`config.mk`:
```
export PLATFORM = sky130hd
export DESIGN_NAME = onewire_thermometer_reader_flat
export DESIGN_NICKNAME = d
export VERILOG_FILES = /design/src/rtl/core/owr_pkg.sv /design/src/rtl/core/owr_if.sv /design/src/rtl/core/owr_dp.sv /design/src/rtl/core/owr_ctrl.sv /design/src/rtl/core/onewire_thermometer_reader.sv /design/src/flat_wrapper.sv
export SDC_FILE = /design/constraint.sdc
export NUM_CORES = 1
export LEC_CHECK = 0
export BUFFER_PORTS_ARGS = -buffer_cell sky130_fd_sc_hd__buf_4
export CAP_MARGIN = 20
export CORE_MARGIN = 2
export CORE_UTILIZATION = 25
export CTS_BUF_LIST = sky130_fd_sc_hd__clkbuf_8
export DETAILED_ROUTE_END_ITERATION = 10
export SLEW_MARGIN = 15
export SYNTH_ARGS = -nofsm -noshare
export SYNTH_HDL_FRONTEND = slang
export SYNTH_SLANG_ARGS = --single-unit
export TNS_END_PERCENT = 10
```
`constraint.sdc`:
```
create_clock -name clock -period 4.8 [get_ports clock]
set_input_delay 0.48 -clock clock [delete_from_list [all_inputs] [get_ports clock]]
set_output_delay 0.48 -clock clock [all_outputs]
set_load 0.03 [all_outputs]
```
`src/rtl/core/owr_pkg.sv`:
```
`timescale 1ns / 1ps
// Package for the 1-Wire thermometer reader: codes, widths, command/status structs,
// CRC8 and fraction table. No dependencies.
package owr_pkg;

   localparam int SCRATCH_BYTES = 9;
   localparam int ROM_BYTES     = 8;
   localparam int ADDR_W        = 64;
   localparam int TEMP_W        = 19;
   localparam int CSR_IDX_W     = 1;
   localparam int CSR_DATA_W    = 16;
   localparam int CNT_W         = 4;

   localparam logic [7:0] CMD_MATCH_ROM = 8'h55;
   localparam logic [7:0] CMD_SKIP_ROM  = 8'hCC;
   localparam logic [7:0] CMD_READ_PAD  = 8'hBE;
   localparam logic [7:0] CMD_CONVERT   = 8'h44;
   localparam logic [3:0] FRAC_MASK     = 4'hF;
   localparam logic signed [7:0] CENTI  = 8'sd100;

   localparam logic [2:0]  MAX_ATTEMPTS_RESET = 3'd3;
   localparam logic [15:0] NOT_FOUND_RESET    = 16'hD8F1;

   localparam logic [6:0] FRAC_TAB [16] = '{
      7'd0, 7'd6, 7'd12, 7'd19, 7'd25, 7'd31, 7'd38, 7'd44,
      7'd50, 7'd56, 7'd63, 7'd69, 7'd75, 7'd81, 7'd88, 7'd94
   };

   typedef enum logic [1:0] {
      OP_START       = 2'd0,
      OP_RESET_REPLY = 2'd1,
      OP_READ_BYTE   = 2'd2
   } opcode_type;

   typedef enum logic [1:0] {
      KIND_RESET  = 2'd0,
      KIND_WRITE  = 2'd1,
      KIND_READ   = 2'd2,
      KIND_REPORT = 2'd3
   } kind_type;

   typedef enum logic [CSR_IDX_W-1:0] {
      CSR_MAX_ATTEMPTS = 1'd0,
      CSR_NOT_FOUND    = 1'd1
   } csr_index_type;

   typedef enum logic [2:0] {
      PH_IDLE,
      PH_WAIT_READ_RESET,
      PH_READING,
      PH_WAIT_CONV_RESET,
      PH_WAIT_FINAL
   } phase_type;

   typedef enum logic [3:0] {
      ST_ACCEPT,
      ST_DECIDE,
      ST_SEL_CMD,
      ST_SEL_ROM,
      ST_READ_CMD,
      ST_READS,
      ST_CONV_CMD,
      ST_RESET,
      ST_REPORT
   } state_type;

   typedef enum logic [2:0] {
      WD_RESET,
      WD_SEL_CMD,
      WD_ROM_BYTE,
      WD_READ_CMD,
      WD_CONV_CMD,
      WD_READ,
      WD_REPORT
   } word_type;

   typedef struct packed {
      logic     latch_start;
      logic     attempt_clear;
      logic     attempt_inc;
      logic     begin_attempt;
      logic     take_byte;
      logic     save_reading;
      logic     load;
      word_type word;
      logic     last;
      logic     step_clear;
      logic     step_inc;
   } ctrl_cmd_type;

   typedef struct packed {
      logic slot_free;
      logic byte_last;
      logic step_last_rom;
      logic step_last_read;
      logic retry;
      logic held_given;
   } dp_status_type;

   // reflected CRC8, poly x^8+x^5+x^4+1
   function automatic logic [7:0] crc_byte(input logic [7:0] crc, input logic [7:0] b);
      logic [7:0] c;
      c = crc ^ b;
      for (int i = 0; i < 8; i++) begin
         c = c[0] ? ((c >> 1) ^ 8'h8C) : (c >> 1);
      end
      return c;
   endfunction

endpackage

```
`src/rtl/core/owr_if.sv`:
```
`timescale 1ns / 1ps
// Valid/ready channel interfaces for request and response words.
// Depends on owr_pkg for widths.
interface owr_req_if;
   logic                        valid;
   logic                        ready;
   logic [1:0]                  opcode;
   logic [owr_pkg::ADDR_W-1:0]  rom_address;
   logic                        address_given;
   logic                        presence_seen;
   logic [7:0]                  read_data;

   modport source (output valid, opcode, rom_address, address_given, presence_seen,
                   read_data, input ready);
   modport sink   (input valid, opcode, rom_address, address_given, presence_seen,
                   read_data, output ready);
endinterface

interface owr_rsp_if;
   logic                               valid;
   logic                               ready;
   logic [1:0]                         kind;
   logic [7:0]                         write_data;
   logic signed [owr_pkg::TEMP_W-1:0]  temperature;
   logic                               reading_ok;
   logic                               last_of_run;

   modport source (output valid, kind, write_data, temperature, reading_ok, last_of_run,
                   input ready);
   modport sink   (input valid, kind, write_data, temperature, reading_ok, last_of_run,
                   output ready);
endinterface

```
`src/rtl/core/owr_dp.sv`:
```
`timescale 1ns / 1ps
// Datapath: config registers, held address, CRC, raw bytes, counters, conversion
// and the response output register. Depends on owr_pkg.
module owr_dp (
   input  logic                          clock,
   input  logic                          reset,
   input  owr_pkg::ctrl_cmd_type         cmd,
   output owr_pkg::dp_status_type        status,
   input  logic                          csr_write_en,
   input  logic [owr_pkg::CSR_IDX_W-1:0] csr_index,
   input  logic [owr_pkg::CSR_DATA_W-1:0] csr_write_data,
   input  logic [owr_pkg::ADDR_W-1:0]    rom_address,
   input  logic                          address_given,
   input  logic [7:0]                    read_data,
   input  logic                          rsp_ready,
   output logic                          rsp_valid,
   output logic [1:0]                    rsp_kind,
   output logic [7:0]                    rsp_write_data,
   output logic signed [owr_pkg::TEMP_W-1:0] rsp_temperature,
   output logic                          rsp_reading_ok,
   output logic                          rsp_last_of_run
);
   import owr_pkg::*;

   logic [2:0]          max_att_ff, max_att_in;
   logic [15:0]         nf_ff, nf_in;
   logic [ADDR_W-1:0]   addr_ff, addr_in;
   logic                given_ff, given_in;
   logic [2:0]          att_ff, att_in;
   logic [CNT_W-1:0]    cnt_ff, cnt_in;
   logic [CNT_W-1:0]    step_ff, step_in;
   logic [7:0]          crc_ff, crc_in;
   logic [7:0]          lo_ff, lo_in;
   logic [7:0]          hi_ff, hi_in;
   logic signed [TEMP_W-1:0] saved_ff, saved_in;
   logic                ok_ff, ok_in;

   logic                valid_ff, valid_in;
   logic [1:0]          kind_ff, kind_in;
   logic [7:0]          wdata_ff, wdata_in;
   logic signed [TEMP_W-1:0] temp_ff, temp_in;
   logic                rok_ff, rok_in;
   logic                last_ff, last_in;

   logic signed [11:0]  whole;
   logic signed [19:0]  prod;
   logic signed [TEMP_W-1:0] conv;
   logic                slot_free;

   assign slot_free = !valid_ff || rsp_ready;
   assign whole     = signed'({hi_ff, lo_ff[7:4]});
   assign prod      = whole * CENTI;
   assign conv      = prod[TEMP_W-1:0] + TEMP_W'(FRAC_TAB[lo_ff[3:0] & FRAC_MASK]);

   always_comb begin
      max_att_in = max_att_ff;
      nf_in      = nf_ff;
      if (csr_write_en) begin
         case (csr_index_type'(csr_index))
            CSR_MAX_ATTEMPTS: max_att_in = csr_write_data[2:0];
            CSR_NOT_FOUND:    nf_in      = csr_write_data;
            default: ;
         endcase
      end
   end

   always_comb begin
      addr_in  = addr_ff;
      given_in = given_ff;
      att_in   = att_ff;
      cnt_in   = cnt_ff;
      crc_in   = crc_ff;
      lo_in    = lo_ff;
      hi_in    = hi_ff;
      step_in  = step_ff;
      saved_in = saved_ff;
      ok_in    = ok_ff;
      if (cmd.latch_start) begin
         addr_in  = rom_address;
         given_in = address_given;
      end
      if (cmd.attempt_clear) att_in = '0;
      if (cmd.attempt_inc)   att_in = att_ff + 3'd1;
      if (cmd.begin_attempt) begin
         cnt_in = '0;
         crc_in = '0;
      end
      if (cmd.take_byte) begin
         crc_in = crc_byte(crc_ff, read_data);
         if (cnt_ff == CNT_W'(0)) lo_in = read_data;
         if (cnt_ff == CNT_W'(1)) hi_in = read_data;
         cnt_in = cnt_ff + CNT_W'(1);
      end
      if (cmd.save_reading) begin
         ok_in    = (crc_ff == 8'd0);
         saved_in = (crc_ff == 8'd0) ? conv : signed'({{3{nf_ff[15]}}, nf_ff});
      end
      if (cmd.step_clear) step_in = '0;
      if (cmd.step_inc)   step_in = step_ff + CNT_W'(1);
   end

   always_comb begin
      valid_in = valid_ff && !rsp_ready;
      kind_in  = kind_ff;
      wdata_in = wdata_ff;
      temp_in  = temp_ff;
      rok_in   = rok_ff;
      last_in  = last_ff;
      if (cmd.load) begin
         valid_in = 1'b1;
         last_in  = cmd.last;
         kind_in  = KIND_WRITE;
         wdata_in = '0;
         temp_in  = '0;
         rok_in   = 1'b0;
         case (cmd.word)
            WD_RESET:    kind_in  = KIND_RESET;
            WD_SEL_CMD:  wdata_in = given_ff ? CMD_MATCH_ROM : CMD_SKIP_ROM;
            WD_ROM_BYTE: wdata_in = addr_ff[{step_ff[2:0], 3'b000} +: 8];
            WD_READ_CMD: wdata_in = CMD_READ_PAD;
            WD_CONV_CMD: wdata_in = CMD_CONVERT;
            WD_READ:     kind_in  = KIND_READ;
            WD_REPORT: begin
               kind_in = KIND_REPORT;
               temp_in = saved_ff;
               rok_in  = ok_ff;
            end
            default:     kind_in  = KIND_RESET;
         endcase
      end
   end

   always_ff @(posedge clock) begin
      if (reset) begin
         max_att_ff <= MAX_ATTEMPTS_RESET;
         nf_ff      <= NOT_FOUND_RESET;
         addr_ff    <= '0;
         given_ff   <= 1'b0;
         att_ff     <= '0;
         cnt_ff     <= '0;
         crc_ff     <= '0;
         lo_ff      <= '0;
         hi_ff      <= '0;
         step_ff    <= '0;
         saved_ff   <= '0;
         ok_ff      <= 1'b0;
         valid_ff   <= 1'b0;
      end else begin
         max_att_ff <= max_att_in;
         nf_ff      <= nf_in;
         addr_ff    <= addr_in;
         given_ff   <= given_in;
         att_ff     <= att_in;
         cnt_ff     <= cnt_in;
         crc_ff     <= crc_in;
         lo_ff      <= lo_in;
         hi_ff      <= hi_in;
         step_ff    <= step_in;
         saved_ff   <= saved_in;
         ok_ff      <= ok_in;
         valid_ff   <= valid_in;
      end
   end

   always_ff @(posedge clock) begin
      kind_ff  <= kind_in;
      wdata_ff <= wdata_in;
      temp_ff  <= temp_in;
      rok_ff   <= rok_in;
      last_ff  <= last_in;
   end

   assign status.slot_free      = slot_free;
   assign status.byte_last      = (cnt_ff == CNT_W'(SCRATCH_BYTES - 1));
   assign status.step_last_rom  = (step_ff == CNT_W'(ROM_BYTES - 1));
   assign status.step_last_read = (step_ff == CNT_W'(SCRATCH_BYTES - 1));
   assign status.retry          = (crc_ff != 8'd0) && (att_ff < max_att_ff);
   assign status.held_given     = given_ff;

   assign rsp_valid       = valid_ff;
   assign rsp_kind        = kind_ff;
   assign rsp_write_data  = wdata_ff;
   assign rsp_temperature = temp_ff;
   assign rsp_reading_ok  = rok_ff;
   assign rsp_last_of_run = last_ff;

endmodule

```
`src/rtl/core/owr_ctrl.sv`:
```
`timescale 1ns / 1ps
// Controller: bus phase tracking and word sequencing state machine.
// Depends on owr_pkg; drives owr_dp through the command struct.
module owr_ctrl (
   input  logic                   clock,
   input  logic                   reset,
   input  logic                   req_valid,
   input  logic [1:0]             req_opcode,
   input  logic                   req_presence,
   output logic                   req_ready,
   input  owr_pkg::dp_status_type status,
   output owr_pkg::ctrl_cmd_type  cmd
);
   import owr_pkg::*;

   state_type state_ff, state_in;
   phase_type phase_ff, phase_in;
   logic      conv_ff, conv_in;
   logic      fire;

   assign req_ready = (state_ff == ST_ACCEPT);
   assign fire      = req_valid && req_ready;

   // next state
   always_comb begin
      state_in = state_ff;
      phase_in = phase_ff;
      conv_in  = conv_ff;
      case (state_ff)
         ST_ACCEPT: begin
            if (fire) begin
               if (req_opcode == OP_START && phase_ff == PH_IDLE) begin
                  phase_in = PH_WAIT_READ_RESET;
                  state_in = ST_RESET;
               end else if (req_opcode == OP_RESET_REPLY && phase_ff == PH_WAIT_READ_RESET) begin
                  phase_in = PH_READING;
                  conv_in  = 1'b0;
                  state_in = req_presence ? ST_SEL_CMD : ST_READ_CMD;
               end else if (req_opcode == OP_READ_BYTE && phase_ff == PH_READING) begin
                  if (status.byte_last) state_in = ST_DECIDE;
               end else if (req_opcode == OP_RESET_REPLY && phase_ff == PH_WAIT_CONV_RESET) begin
                  if (req_presence) begin
                     conv_in  = 1'b1;
                     phase_in = PH_WAIT_FINAL;
                     state_in = ST_SEL_CMD;
                  end else begin
                     phase_in = PH_IDLE;
                  end
               end else if (req_opcode == OP_RESET_REPLY && phase_ff == PH_WAIT_FINAL) begin
                  phase_in = PH_IDLE;
               end
            end
         end
         ST_DECIDE: begin
            if (status.retry) begin
               phase_in = PH_WAIT_READ_RESET;
               state_in = ST_RESET;
            end else begin
               phase_in = PH_WAIT_CONV_RESET;
               state_in = ST_REPORT;
            end
         end
         ST_SEL_CMD: begin
            if (status.slot_free) begin
               if (status.held_given) state_in = ST_SEL_ROM;
               else                   state_in = conv_ff ? ST_CONV_CMD : ST_READ_CMD;
            end
         end
         ST_SEL_ROM: begin
            if (status.slot_free && status.step_last_rom)
               state_in = conv_ff ? ST_CONV_CMD : ST_READ_CMD;
         end
         ST_READ_CMD: begin
            if (status.slot_free) state_in = ST_READS;
         end
         ST_READS: begin
            if (status.slot_free && status.step_last_read) state_in = ST_ACCEPT;
         end
         ST_CONV_CMD: begin
            if (status.slot_free) state_in = ST_RESET;
         end
         ST_RESET: begin
            if (status.slot_free) state_in = ST_ACCEPT;
         end
         ST_REPORT: begin
            if (status.slot_free) state_in = ST_RESET;
         end
         default: state_in = ST_ACCEPT;
      endcase
   end

   // outputs
   always_comb begin
      cmd      = '0;
      cmd.word = WD_RESET;
      case (state_ff)
         ST_ACCEPT: begin
            if (fire && req_opcode == OP_START && phase_ff == PH_IDLE) begin
               cmd.latch_start   = 1'b1;
               cmd.attempt_clear = 1'b1;
               cmd.begin_attempt = 1'b1;
            end
            if (fire && req_opcode == OP_READ_BYTE && phase_ff == PH_READING) begin
               cmd.take_byte   = 1'b1;
               cmd.attempt_inc = status.byte_last;
            end
         end
         ST_DECIDE: begin
            cmd.begin_attempt = status.retry;
            cmd.save_reading  = !status.retry;
         end
         ST_SEL_CMD: begin
            cmd.load       = status.slot_free;
            cmd.word       = WD_SEL_CMD;
            cmd.step_clear = 1'b1;
         end
         ST_SEL_ROM: begin
            cmd.load     = status.slot_free;
            cmd.word     = WD_ROM_BYTE;
            cmd.step_inc = status.slot_free;
         end
         ST_READ_CMD: begin
            cmd.load       = status.slot_free;
            cmd.word       = WD_READ_CMD;
            cmd.step_clear = 1'b1;
         end
         ST_READS: begin
            cmd.load     = status.slot_free;
            cmd.word     = WD_READ;
            cmd.last     = status.step_last_read;
            cmd.step_inc = status.slot_free;
         end
         ST_CONV_CMD: begin
            cmd.load = status.slot_free;
            cmd.word = WD_CONV_CMD;
         end
         ST_RESET: begin
            cmd.load = status.slot_free;
            cmd.word = WD_RESET;
            cmd.last = 1'b1;
         end
         ST_REPORT: begin
            cmd.load = status.slot_free;
            cmd.word = WD_REPORT;
         end
         default: ;
      endcase
   end

   always_ff @(posedge clock) begin
      if (reset) begin
         state_ff <= ST_ACCEPT;
         phase_ff <= PH_IDLE;
         conv_ff  <= 1'b0;
      end else begin
         state_ff <= state_in;
         phase_ff <= phase_in;
         conv_ff  <= conv_in;
      end
   end

endmodule

```
`src/rtl/core/onewire_thermometer_reader.sv`:
```
`timescale 1ns / 1ps
// Top level of the 1-Wire thermometer scratchpad reader: controller plus datapath.
// Depends on owr_pkg, owr_if, owr_ctrl and owr_dp.
//
// The block turns start requests and bus replies into byte-level bus words, one
// word per cycle into a single output register while rsp_bus.ready keeps up.
// A request word is taken when ready; req_bus.ready then stays low while the
// words it causes are queued (at most 19 words, for a read with match ROM: 0x55,
// eight address bytes, 0xBE and nine reads), a wait that any output stall
// stretches. The ninth read byte also passes through a decision state for the
// CRC check, retry choice and the temperature conversion (one 12x8 multiply plus
// a table add). Requests that do not fit the current bus phase are taken and
// dropped. Write the CSRs only while idle.
module onewire_thermometer_reader (
   input  logic                           clock,
   input  logic                           reset,
   owr_req_if.sink                        req_bus,
   owr_rsp_if.source                      rsp_bus,
   input  logic                           csr_write_en,
   input  logic [owr_pkg::CSR_IDX_W-1:0]  csr_index,
   input  logic [owr_pkg::CSR_DATA_W-1:0] csr_write_data
);
   import owr_pkg::*;

   ctrl_cmd_type  cmd;
   dp_status_type status;

   owr_ctrl u_ctrl (
      .clock        (clock),
      .reset        (reset),
      .req_valid    (req_bus.valid),
      .req_opcode   (req_bus.opcode),
      .req_presence (req_bus.presence_seen),
      .req_ready    (req_bus.ready),
      .status       (status),
      .cmd          (cmd)
   );

   owr_dp u_dp (
      .clock           (clock),
      .reset           (reset),
      .cmd             (cmd),
      .status          (status),
      .csr_write_en    (csr_write_en),
      .csr_index       (csr_index),
      .csr_write_data  (csr_write_data),
      .rom_address     (req_bus.rom_address),
      .address_given   (req_bus.address_given),
      .read_data       (req_bus.read_data),
      .rsp_ready       (rsp_bus.ready),
      .rsp_valid       (rsp_bus.valid),
      .rsp_kind        (rsp_bus.kind),
      .rsp_write_data  (rsp_bus.write_data),
      .rsp_temperature (rsp_bus.temperature),
      .rsp_reading_ok  (rsp_bus.reading_ok),
      .rsp_last_of_run (rsp_bus.last_of_run)
   );

   a_report_not_last: assert property (@(posedge clock) disable iff (reset)
      rsp_bus.valid && rsp_bus.kind == KIND_REPORT |-> !rsp_bus.last_of_run)
      else $error("report word flagged as last of run");

   a_ok_only_on_report: assert property (@(posedge clock) disable iff (reset)
      rsp_bus.valid && rsp_bus.reading_ok |-> rsp_bus.kind == KIND_REPORT)
      else $error("reading_ok set on a non-report word");

   a_data_only_on_write: assert property (@(posedge clock) disable iff (reset)
      rsp_bus.valid && rsp_bus.kind != KIND_WRITE |-> rsp_bus.write_data == 8'd0)
      else $error("write_data nonzero on a non-write word");

   a_no_load_over_held: assert property (@(posedge clock) disable iff (reset)
      rsp_bus.valid && !rsp_bus.ready |-> !cmd.load)
      else $error("output register reloaded while stalled");

endmodule

```
`src/flat_wrapper.sv`:
```
// flat-port wrapper written by rule: the top's interface ports become plain ports
module onewire_thermometer_reader_flat import owr_pkg::*;
  (clock, reset, csr_write_en, csr_index, csr_write_data, req_bus_valid, req_bus_opcode, req_bus_rom_address, req_bus_address_given, req_bus_presence_seen, req_bus_read_data, req_bus_ready, rsp_bus_valid, rsp_bus_kind, rsp_bus_write_data, rsp_bus_temperature, rsp_bus_reading_ok, rsp_bus_last_of_run, rsp_bus_ready);
  owr_req_if req_bus_i ();
  owr_rsp_if rsp_bus_i ();
  input  logic clock;
  input  logic reset;
  input  logic csr_write_en;
  input  logic [owr_pkg::CSR_IDX_W-1:0] csr_index;
  input  logic [owr_pkg::CSR_DATA_W-1:0] csr_write_data;
  input wire logic [$bits(req_bus_i.valid)-1:0] req_bus_valid;
  input wire logic [$bits(req_bus_i.opcode)-1:0] req_bus_opcode;
  input wire logic [$bits(req_bus_i.rom_address)-1:0] req_bus_rom_address;
  input wire logic [$bits(req_bus_i.address_given)-1:0] req_bus_address_given;
  input wire logic [$bits(req_bus_i.presence_seen)-1:0] req_bus_presence_seen;
  input wire logic [$bits(req_bus_i.read_data)-1:0] req_bus_read_data;
  output wire logic [$bits(req_bus_i.ready)-1:0] req_bus_ready;
  output wire logic [$bits(rsp_bus_i.valid)-1:0] rsp_bus_valid;
  output wire logic [$bits(rsp_bus_i.kind)-1:0] rsp_bus_kind;
  output wire logic [$bits(rsp_bus_i.write_data)-1:0] rsp_bus_write_data;
  output wire logic [$bits(rsp_bus_i.temperature)-1:0] rsp_bus_temperature;
  output wire logic [$bits(rsp_bus_i.reading_ok)-1:0] rsp_bus_reading_ok;
  output wire logic [$bits(rsp_bus_i.last_of_run)-1:0] rsp_bus_last_of_run;
  input wire logic [$bits(rsp_bus_i.ready)-1:0] rsp_bus_ready;
  assign req_bus_i.valid = req_bus_valid;
  assign req_bus_i.opcode = req_bus_opcode;
  assign req_bus_i.rom_address = req_bus_rom_address;
  assign req_bus_i.address_given = req_bus_address_given;
  assign req_bus_i.presence_seen = req_bus_presence_seen;
  assign req_bus_i.read_data = req_bus_read_data;
  assign req_bus_ready = req_bus_i.ready;
  assign rsp_bus_valid = rsp_bus_i.valid;
  assign rsp_bus_kind = rsp_bus_i.kind;
  assign rsp_bus_write_data = rsp_bus_i.write_data;
  assign rsp_bus_temperature = rsp_bus_i.temperature;
  assign rsp_bus_reading_ok = rsp_bus_i.reading_ok;
  assign rsp_bus_last_of_run = rsp_bus_i.last_of_run;
  assign rsp_bus_i.ready = rsp_bus_ready;
  onewire_thermometer_reader u_core (.clock(clock), .reset(reset), .req_bus(req_bus_i), .rsp_bus(rsp_bus_i), .csr_write_en(csr_write_en), .csr_index(csr_index), .csr_write_data(csr_write_data));
endmodule
```
# Yosys cells after proc, flatten, opt, wreduce, memory -nomap -nowiden
# Memory sizes are Yosys's and may differ from the RTL's.
# Index checks and enable logic that the tools add are counted.
[word_totals] mem_bits_rw=0 regBits=179 latchBits=0 mem_count=1 input_bits=98 romBits=112
[memory_table] memory="(name not given)" depth=16 width=7 rd=1 rd_clocked_by_memory_dff=0 wr=0 line="owr_dp.sv:53" source="assign conv = prod[TEMP_W-1:0] + TEMP_W'(FRAC_TAB[lo_ff[3:0] & FRAC_MASK]);"
[classes] n_addsub=4 n_eq_ne=37 reduce_logical=41 mul=1 bitwise_logic=12 n_lt_le_gt_ge=2 div_mod_pow=0 shifts=1 mux=66
[ops] op="$mux 8" n=11
[ops] op="$mux 4" n=18
[ops] op="$shiftx 64x7->8" n=1
[ops] op="$mux 3" n=12
[ops] op="$pmux 4 s8" n=1
[ops] op="$pmux 8 s4" n=1
[ops] op="$pmux 4 s7" n=1
[ops] op="$not 2->3" n=8
[ops] op="$eq 4x3->1 const B" n=5
[ops] op="$add 19x7->19" n=1
[ops] op="$mux 19" n=1
[ops] op="$mul 12x6->17 const B" n=1
[ops] op="$logic_and 1x1->1" n=14
[ops] op="$mux 7" n=2
[ops] op="$eq 3x2->1 const B" n=4
[ops] op="$eq 3x3->1 const B" n=4
[ops] op="$eq 4x4->1 const B" n=3
[ops] op="$mux 1" n=12
[ops] op="$ne 2x2->1 const B" n=6
[ops] op="$reduce_bool 2->1" n=6
[ops] op="$ne 5x1->1 const B" n=2
[ops] op="$reduce_and 10->1" n=1
[ops] op="$add 4x1->4 const B" n=2
[ops] op="$eq 4x1->1 const B" n=2
[ops] op="30 further kinds" n=45

# Logic depth before layout (Yosys ltp)
# Gate-level depths: netlist (run 1).
[logic_depth] word_depth=18 ltp_mapped=13 depth_no_buf=13

# Modules after synthesis
# A second synthesis (run 1) with hierarchy kept.
[hier_totals] cells_unflattened=1022 area_unflattened_um2=9910.8
[modules_own_cells] module="owr_dp" area_each_um2=9022.4 cells_per_inst=904 seq_area_each_um2=3733.6 instances=1
[modules_own_cells] module="owr_ctrl" area_each_um2=888.4 cells_per_inst=118 seq_area_each_um2=160.2 instances=1

# Least setup slack after synthesis (run 1)
# Ideal clock, no wire load.
[synth_path] kind="flip-flop to flip-flop" startpoint="reg u_core.u_dp.lo_ff[5]" endpoint="reg u_core.u_dp.saved_ff[12]" setup_ps=126 slack_ps=994 n_path_buf=0 arrival_time_ps=3680 required_time_ps=4674 path_stages_with_launch=13 cell_sequence="dfxtp_1 -> ha_1 -> fa_1 -> ha_1 -> ha_1 -> fa_1 -> xor2_1 -> nand3_1 -> nor4b_1 -> a2111oi_0 -> a221oi_1 -> and4_1 -> nor3_1"
[synth_between] elab_chain_len=3
[synth_rtl] element="from (decl)" line="owr_dp.sv:33" source="logic [7:0] lo_ff, lo_in;"
[synth_rtl] element="from (signal assigned)" line="owr_dp.sv:156" source="lo_ff <= lo_in;"
[synth_rtl] element="$mul 12x6->17" line="owr_dp.sv:52" source="assign prod = whole * CENTI;"
[synth_rtl] element="$add 19x7->19" line="owr_dp.sv:53"
[synth_rtl] element="$mux 19" line="owr_dp.sv:96" source="saved_in = (crc_ff == 8'd0) ? conv : signed'({{3{nf_ff[15]}}, nf_ff});"
[synth_rtl] element="to (signal assigned)" line="owr_dp.sv:159" source="saved_ff <= saved_in;"
[synth_rtl] element="to (decl)" line="owr_dp.sv:35" source="logic signed [TEMP_W-1:0] saved_ff, saved_in;"
# Every way passes these cells.
# A chain may end at the register's enable or synchronous reset.

# Worst setup path in the final report (run 1)
[layout_path] startpoint="reg u_core.u_dp.lo_ff[5]" endpoint="reg u_core.u_dp.saved_ff[17]"
# Same word-level chain as after synthesis.

==> results_dict.tcl, run 1 <==
set metrics [dict create \
    final-setup-viol-count 0 \
    dieArea_um2 40000 \
    drt-initial-drc-count 582 \
    grt_setup_unrepaired "false" \
    synthAdderAreaFrac_pct 9.46 \
    cts.path.max_buffers 2 \
    nFillCells 3971 \
    critPathKind "register to register" \
    tightestPinTransition_ns 1.03 \
    synth-edff-count 31 \
    syn_nets 1241 \
    place.gp.congestion 0.873 \
    cts_num_sinks 179 \
    grt_pass1_vias 7491 \
    synthMuxAreaShare_pct 6.84 \
    slew_violations 0 \
    p_leak_uw 0.00452 \
    numCtsBuffers 17 \
    synth_top_family_by_area "simple AND/OR/NAND/NOR gates" \
    route.detailed.drc 0 \
    numPortBuffers 130 \
    antenna_cells 0 \
    ys_async_sr_fraction_pct 0 \
    ys_ff_latch 179 \
    yosys_warnings 0 \
    cts_tree "done" \
    worstHoldStart "csr_write_data[6]" \
    reg2reg_from "u_core.u_dp.lo_ff[5]" \
    r2r_slack_ns 0.73 \
    htree_levels 4 \
    worstPathArrival_ns 4.39 \
    synth_xor_area_share_pct 4.28 \
    die_w_um 200 \
    drtPass1Iterations 5 \
    grtUsageMet1_pct 17.6 \
    power.density_nw_per_um2 360 \
    antenna_found_initial 0 \
    min_path_cells 3 \
    use_met3_pct 2.15 \
    critical_path_required_ns 5.12 \
    regArea_um2 3890 \
    synthFlopType "dfxtp_1" \
    grt_first_pass_wirelength_um 39700 \
    final_util_pct 30.3 \
    drive_gt1_share_pct 17.9 \
    synth_area_per_cell_um2 8.92 \
    min_to "u_core.u_dp.nf_ff[6]" \
    grt_max_degree 74 \
    vias 7911 \
    clock_latency_ns 0.46 \
    synth-simple-area-share_pct 20.4 \
    grt_overflow 0 \
    hold_viol 0 \
    cts_hold_buffers 0 \
    synthDistinctLibCells 74 \
    r2r_cells 12 \
    ctsResizeCount 0 \
    nNetsFinal 1339 \
    busiest_layer "met2" \
    maxCapViolCount 0 \
    dp_hpwl_um 19300 \
    post-cts-setup-buffer-count 0 \
    root_buffer "clkbuf_8" \
    ant_nets 0 \
    multi_input_comb_area_um2 5400 \
    core-area_um2 37800 \
    p_total_uw 4110 \
    finalClockSkew_ns 0.0110 \
    fin_setup_tns_ns 0 \
    timing.hold.ws_ns 0.228 \
    syn_area_um2 9610 \
    die_y_um 200 \
    worst_setup_path_end_kind "register" \
    drt_wl_total_um 25400 \
    startpoint_type "register" \
    wl_per_cell_um 15.0 \
    period_share_pct 84.7 \
    gr-usage-all-layers_pct 12.6 \
    syn_inst 1077 \
    timing.rr.end "u_core.u_dp.saved_ff[17]" \
    avgViaCountPerCell 4.66 \
    ys_seq_area_share_pct 40.5 \
    peakVddDrop_mv 0.160 \
    outcome "complete, no violations" \
    areaGrowthSynthToFinish_pct 18.9 \
    grt_util_met2_pct 19.5 \
    initial_core_util_pct 25.4 \
    finalCriticalPeriod_ns 4.07 \
    pin_count 131 \
    cp_max_fo 6 \
    max_freq_ghz 0.246 \
    clk_pin_slew_ns 0.10 \
    hold_class "input pin to register" \
    num_rows 71 \
    synth_compound_area_share_pct 15.1 \
    relSlewSlack_pct 31.4 \
]
==> state kept, by name, summed over array words and instances, names as in the netlist, 2 cells and up <==
signal,cells
u_core.u_dp.hi_ff,8
u_core.u_dp.step_ff,4
u_core.u_dp.att_ff,3
u_core.u_dp.rsp_kind,2
u_core.u_dp.max_att_ff,3
u_core.u_dp.saved_ff,19
u_core.u_dp.rsp_temperature,19
u_core.u_dp.crc_ff,8
u_core.u_ctrl.state_ff,4
u_core.u_dp.rsp_write_data,8
u_core.u_dp.cnt_ff,4
u_core.u_dp.nf_ff,16
u_core.u_dp.addr_ff,64
u_core.u_ctrl.phase_ff,3
u_core.u_dp.lo_ff,8
==> cell usage after synthesis, types with 3 or more instances <==
cell type	n	area (um^2)
a22oi_1	9	67.6
xor2_1	16	140
nand2_1	216	811
or2_2	3	18.8
a31oi_1	6	37.5
nor2b_1	5	31.3
mux2i_1	24	240
fa_1	11	220
inv_1	22	82.6
mux4_2	18	405
xnor2_1	31	272
edfxtp_1	31	931
and2_1	26	163
nor2_1	79	297
a211oi_1	7	52.6
or3_1	7	43.8
nand2b_1	10	62.6
o21ai_0	32	160
nor3_1	18	90.1
nand3_1	24	120
o22ai_1	3	18.8
and3_1	3	18.8
o211ai_1	9	67.6
ha_1	55	688
nand3b_1	5	37.5
a311oi_1	4	35.0
nor4_1	3	18.8
a21oi_1	123	616
a211o_1	5	43.8
buf_2	8	40.0
a21o_1	6	45.0
o31ai_1	3	22.5
dfxtp_1	148	2960
clkbuf_1	53	199
==> cell families after synthesis <==
family,Yosys count
buffers and inverters,85
AOI/OAI and AO/OA,235
xor gates and xnor gates,47
muxes,43
adders and majority gates,66
and+or+nand+nor,422
DFF,179
==> where the power goes <==
part	total [uW]	internal [uW]	switching (uW)
Sequential	1930	1790	141
Clock	943	385	558
Combinational	1240	454	784
==> cell type report <==
class / instances / area share, %
multi-input combinational: 813 / 47.3
sequential: 179 / 34.1
timing repair buffer: 141 / 9.27
tap: 511 / 5.60
clock buffer: 19 / 2.29
inverter: 23 / 0.756
clock inverter: 13 / 0.734
==> worst max-delay path by stage <==
stage	startpoint	slack (ns)	cells after the start	to
5_1_grt	u_core.u_dp.lo_ff[5]	0.52	12	u_core.u_dp.saved_ff[14]
2_1_floorplan	u_core.u_dp.lo_ff[5]	0.99	12	u_core.u_dp.saved_ff[12]
3_5_place_dp	u_core.u_dp.lo_ff[5]	0.77	12	u_core.u_dp.saved_ff[17]
4_1_cts	u_core.u_dp.lo_ff[5]	0.76	12	u_core.u_dp.saved_ff[17]
6_report	u_core.u_dp.lo_ff[5]	0.73	12	u_core.u_dp.saved_ff[17]
3_3_place_gp	u_core.u_dp.lo_ff[5]	0.88	12	u_core.u_dp.saved_ff[17]
==> critical path: stages (launching register included) <==
cell and delay [ns]:
dfxtp_1 0.46, ha_1 0.29, fa_1 0.48, ha_1 0.31, ha_1 0.25, fa_1 0.42
a211oi_2 0.42, nor2_1 0.16, o41ai_2 0.30, o211ai_2 0.23, nor4_4 0.31, a311o_1 0.21
o221ai_1 0.10
==> placed cells by master, fill, tap and decap left out, types with 6 or more instances in the layout <==
master / Yosys / routed
nand2_1: 216 / 216
dfxtp_1: 148 / 148
buf_4: 0 / 141
a21oi_1: 123 / 123
nor2_1: 79 / 78
ha_1: 55 / 55
o21ai_0: 32 / 32
xnor2_1: 31 / 31
edfxtp_1: 31 / 31
and2_1: 26 / 26
mux2i_1: 24 / 24
inv_1: 22 / 24
nand3_1: 24 / 23
clkbuf_8: 0 / 19
mux4_2: 18 / 18
nor3_1: 18 / 18
xor2_1: 16 / 16
fa_1: 11 / 11
nand2b_1: 10 / 10
o211ai_1: 9 / 9
a22oi_1: 9 / 9
a211oi_1: 7 / 7
or3_1: 7 / 7
a31oi_1: 6 / 6
a21o_1: 6 / 6
==> per-stage QoR <==
stage | std cells | worst slack, ns | cell area [um^2]
after detailed placement | 1667 | 0.772 | 11100
after CTS | 1699 | 0.764 | 11400
after global routing | 1699 | 0.517 | 11400
after floorplan | 1077 | 0.994 | 9610
final | 1699 | 0.732 | 11400
after global placement | 1667 | 0.881 | 11100
==> metal layers <==
| metal | share of wire, % | routed length (um) | vias up |
|---|---|---|---|
| met3 | 4.1 | 1040 | 32 |
| li1 | - | - | 3963 |
| met4 | 2.3 | 578 | 0 |
| met5 | 0 | 0 | - |
| met1 | 48 | 12200 | 3779 |
| met2 | 46 | 11600 | 137 |
No activity file was read; power rests on OpenSTA's default activity.
==> inputs of run 2 (changes only) <==
==> constraint.sdc (replaced) <==
create_clock -name clock -period 3.8 [get_ports clock]
set_input_delay 0.38 -clock clock [delete_from_list [all_inputs] [get_ports clock]]
set_output_delay 0.38 -clock clock [all_outputs]
set_load 0.03 [all_outputs]
==> run 2 against run 1 <==
Worst hold slack got worse by 0.098 ns. Core utilization rose by 0.98 points. Worst setup slack worse by 0.65 ns. Design area rose by 3.3%. Largest power group unchanged.
==> results_dict.tcl, run 2 (same netlist as run 1, synthesis figures left out) <==
set metrics [dict create \
    tightestPinTransition_ns 1.01 \
    gr-usage-all-layers_pct 12.9 \
    htree_levels 4 \
    dpl-instance-area_um2 11200 \
    clk_pin_slew_ns 0.09 \
    grt_overflow 0 \
    place.gp.congestion 0.822 \
    max_freq_ghz 0.269 \
    drive_gt1_share_pct 21.4 \
    worst_setup_path_end_kind "register" \
    wl_per_cell_um 15.1 \
    cts.path.max_buffers 2 \
    reg2reg_from "u_core.u_dp.lo_ff[6]" \
    areaGrowthSynthToFinish_pct 22.8 \
    crit_start "u_core.u_dp.lo_ff[6]" \
    regMostFlops "u_core.u_dp.addr_ff" \
    grt_pass1_vias 7658 \
    nFillCells 3924 \
    layout_commonest_cell "nand2_1" \
    antenna_cells 0 \
    nNetsFinal 1358 \
    num_rows 71 \
    die_w_um 200 \
    p_leak_uw 0.00465 \
    numCtsBuffers 17 \
    startpoint_type "register" \
    final-setup-viol-count 0 \
    fin_setup_tns_ns 0 \
    critical_path_required_ns 4.12 \
    core-area_um2 37800 \
    worstHoldStart "csr_write_data[15]" \
    largest_register_ffs 64 \
    cts_num_sinks 179 \
    peakVddDrop_mv 0.196 \
    die_y_um 200 \
    ant_nets 0 \
    power.density_nw_per_um2 443 \
    root_buffer "clkbuf_8" \
    outcome "complete, no violations" \
    avgViaCountPerCell 4.63 \
    maxCapViolCount 0 \
    critPathKind "register to register" \
    p_total_uw 5220 \
    pin_count 131 \
    relSlewSlack_pct 32.7 \
    hold_class "input pin to register" \
    cp_max_fo 3 \
    period_share_pct 97.9 \
    drt-initial-drc-count 656 \
    slew_violations 0 \
    clock_latency_ns 0.47 \
    numPortBuffers 130 \
    numPlacedInstances 1679 \
    hold_viol 0 \
    finalCriticalPeriod_ns 3.72 \
    drtPass1Iterations 5 \
    dp_hpwl_um 19100 \
    cts_tree "done" \
    finalClockSkew_ns 0.0134 \
    initial_core_util_pct 25.4 \
    drt_wl_total_um 26000 \
    cts_hold_buffers 0 \
    final_cell_mix "nand2_1, buf_4, dfxtp_1, a21oi_1, nor2_1" \
    antenna_found_initial 0 \
    worstPathArrival_ns 4.04 \
    final_util_pct 31.2 \
    finish.instance_area_um2 11800 \
    grt_first_pass_wirelength_um 40700 \
    grt_max_degree 92 \
    vias 7957 \
    dieArea_um2 40000 \
    route.detailed.drc 0 \
    stdcell_count 1718 \
]
-- run 2: cell count changes in the layout (fill, tap and decap cells not counted), moves of 3 or more --
cell / change
buf_4: +19
clkinv_4: +3
dfxtp_1: -5
dfxtp_2: +4
ha_1: -8
ha_4: +7
inv_6: -3
-- run 2: routing by layer --
metal  vias up  GRT usage (%)  part of all wire, %
met5         -              0                    0
met4         0           4.06                  1.8
met3        26           2.96                  5.1
met2       140           20.4                   47
met1      3794           17.4                   46
li1       3997              -                    -
-- run 2: worst paths after layout --
path,slack (ns),endpoint,cells after the start
setup reg to reg,0.08,u_core.u_dp.saved_ff[17],13
setup / recovery,0.08,u_core.u_dp.saved_ff[17],13
hold / removal,0.13,u_core.u_dp.nf_ff[15],3
hold reg to reg,0.46,u_core.u_dp.addr_ff[40],2
-- run 2: what timing repair did --
action	CTS	global route
setup endpoints to repair	6	7
pin swaps	10	16
gates resized for setup	12	25
cloned	0	0
buffers inserted	3	4
-- run 2: report_power, final --
part / switching (uW) / internal, uW
combinational: 986 / 592
sequential: 180 / 2260
clock: 720 / 487
total: 1890 / 3340
-- run 2: layout make-up --
type                    instances  area (um^2)  share of cell area (%)
multi-input cells             813         5620                    47.6
clock inverters                13         87.6                   0.743
inverters                      23         86.3                   0.732
repair buffers                160         1200                    10.2
clock buffers                  19          262                    2.22
flip-flops and latches        179         3900                    33.1
well taps                     511          639                    5.42
-- run 2: critical path, cell delays in order (launching register included) --
cell      delay, ns
dfxtp_4        0.37
ha_4           0.24
fa_1           0.57
ha_4           0.23
ha_4           0.16
fa_2           0.43
a211oi_4       0.24
buf_4          0.15
nor2_2         0.05
o41ai_4        0.34
o211ai_4       0.17
nor4_4         0.31
a311o_1        0.22
o221ai_1       0.10
-- run 2: per-stage QoR --
| stage | hold WS [ns] | worst slack [ns] |
|---|---|---|
| global route | 0.111 | -0.0198 |
| global placement | 0.441 | 0.0456 |
| finish | 0.129 | 0.0786 |
| floorplan | 0.427 | 0.105 |
| detailed placement | 0.444 | -0.0689 |
| CTS | 0.0957 | 0.0174 |
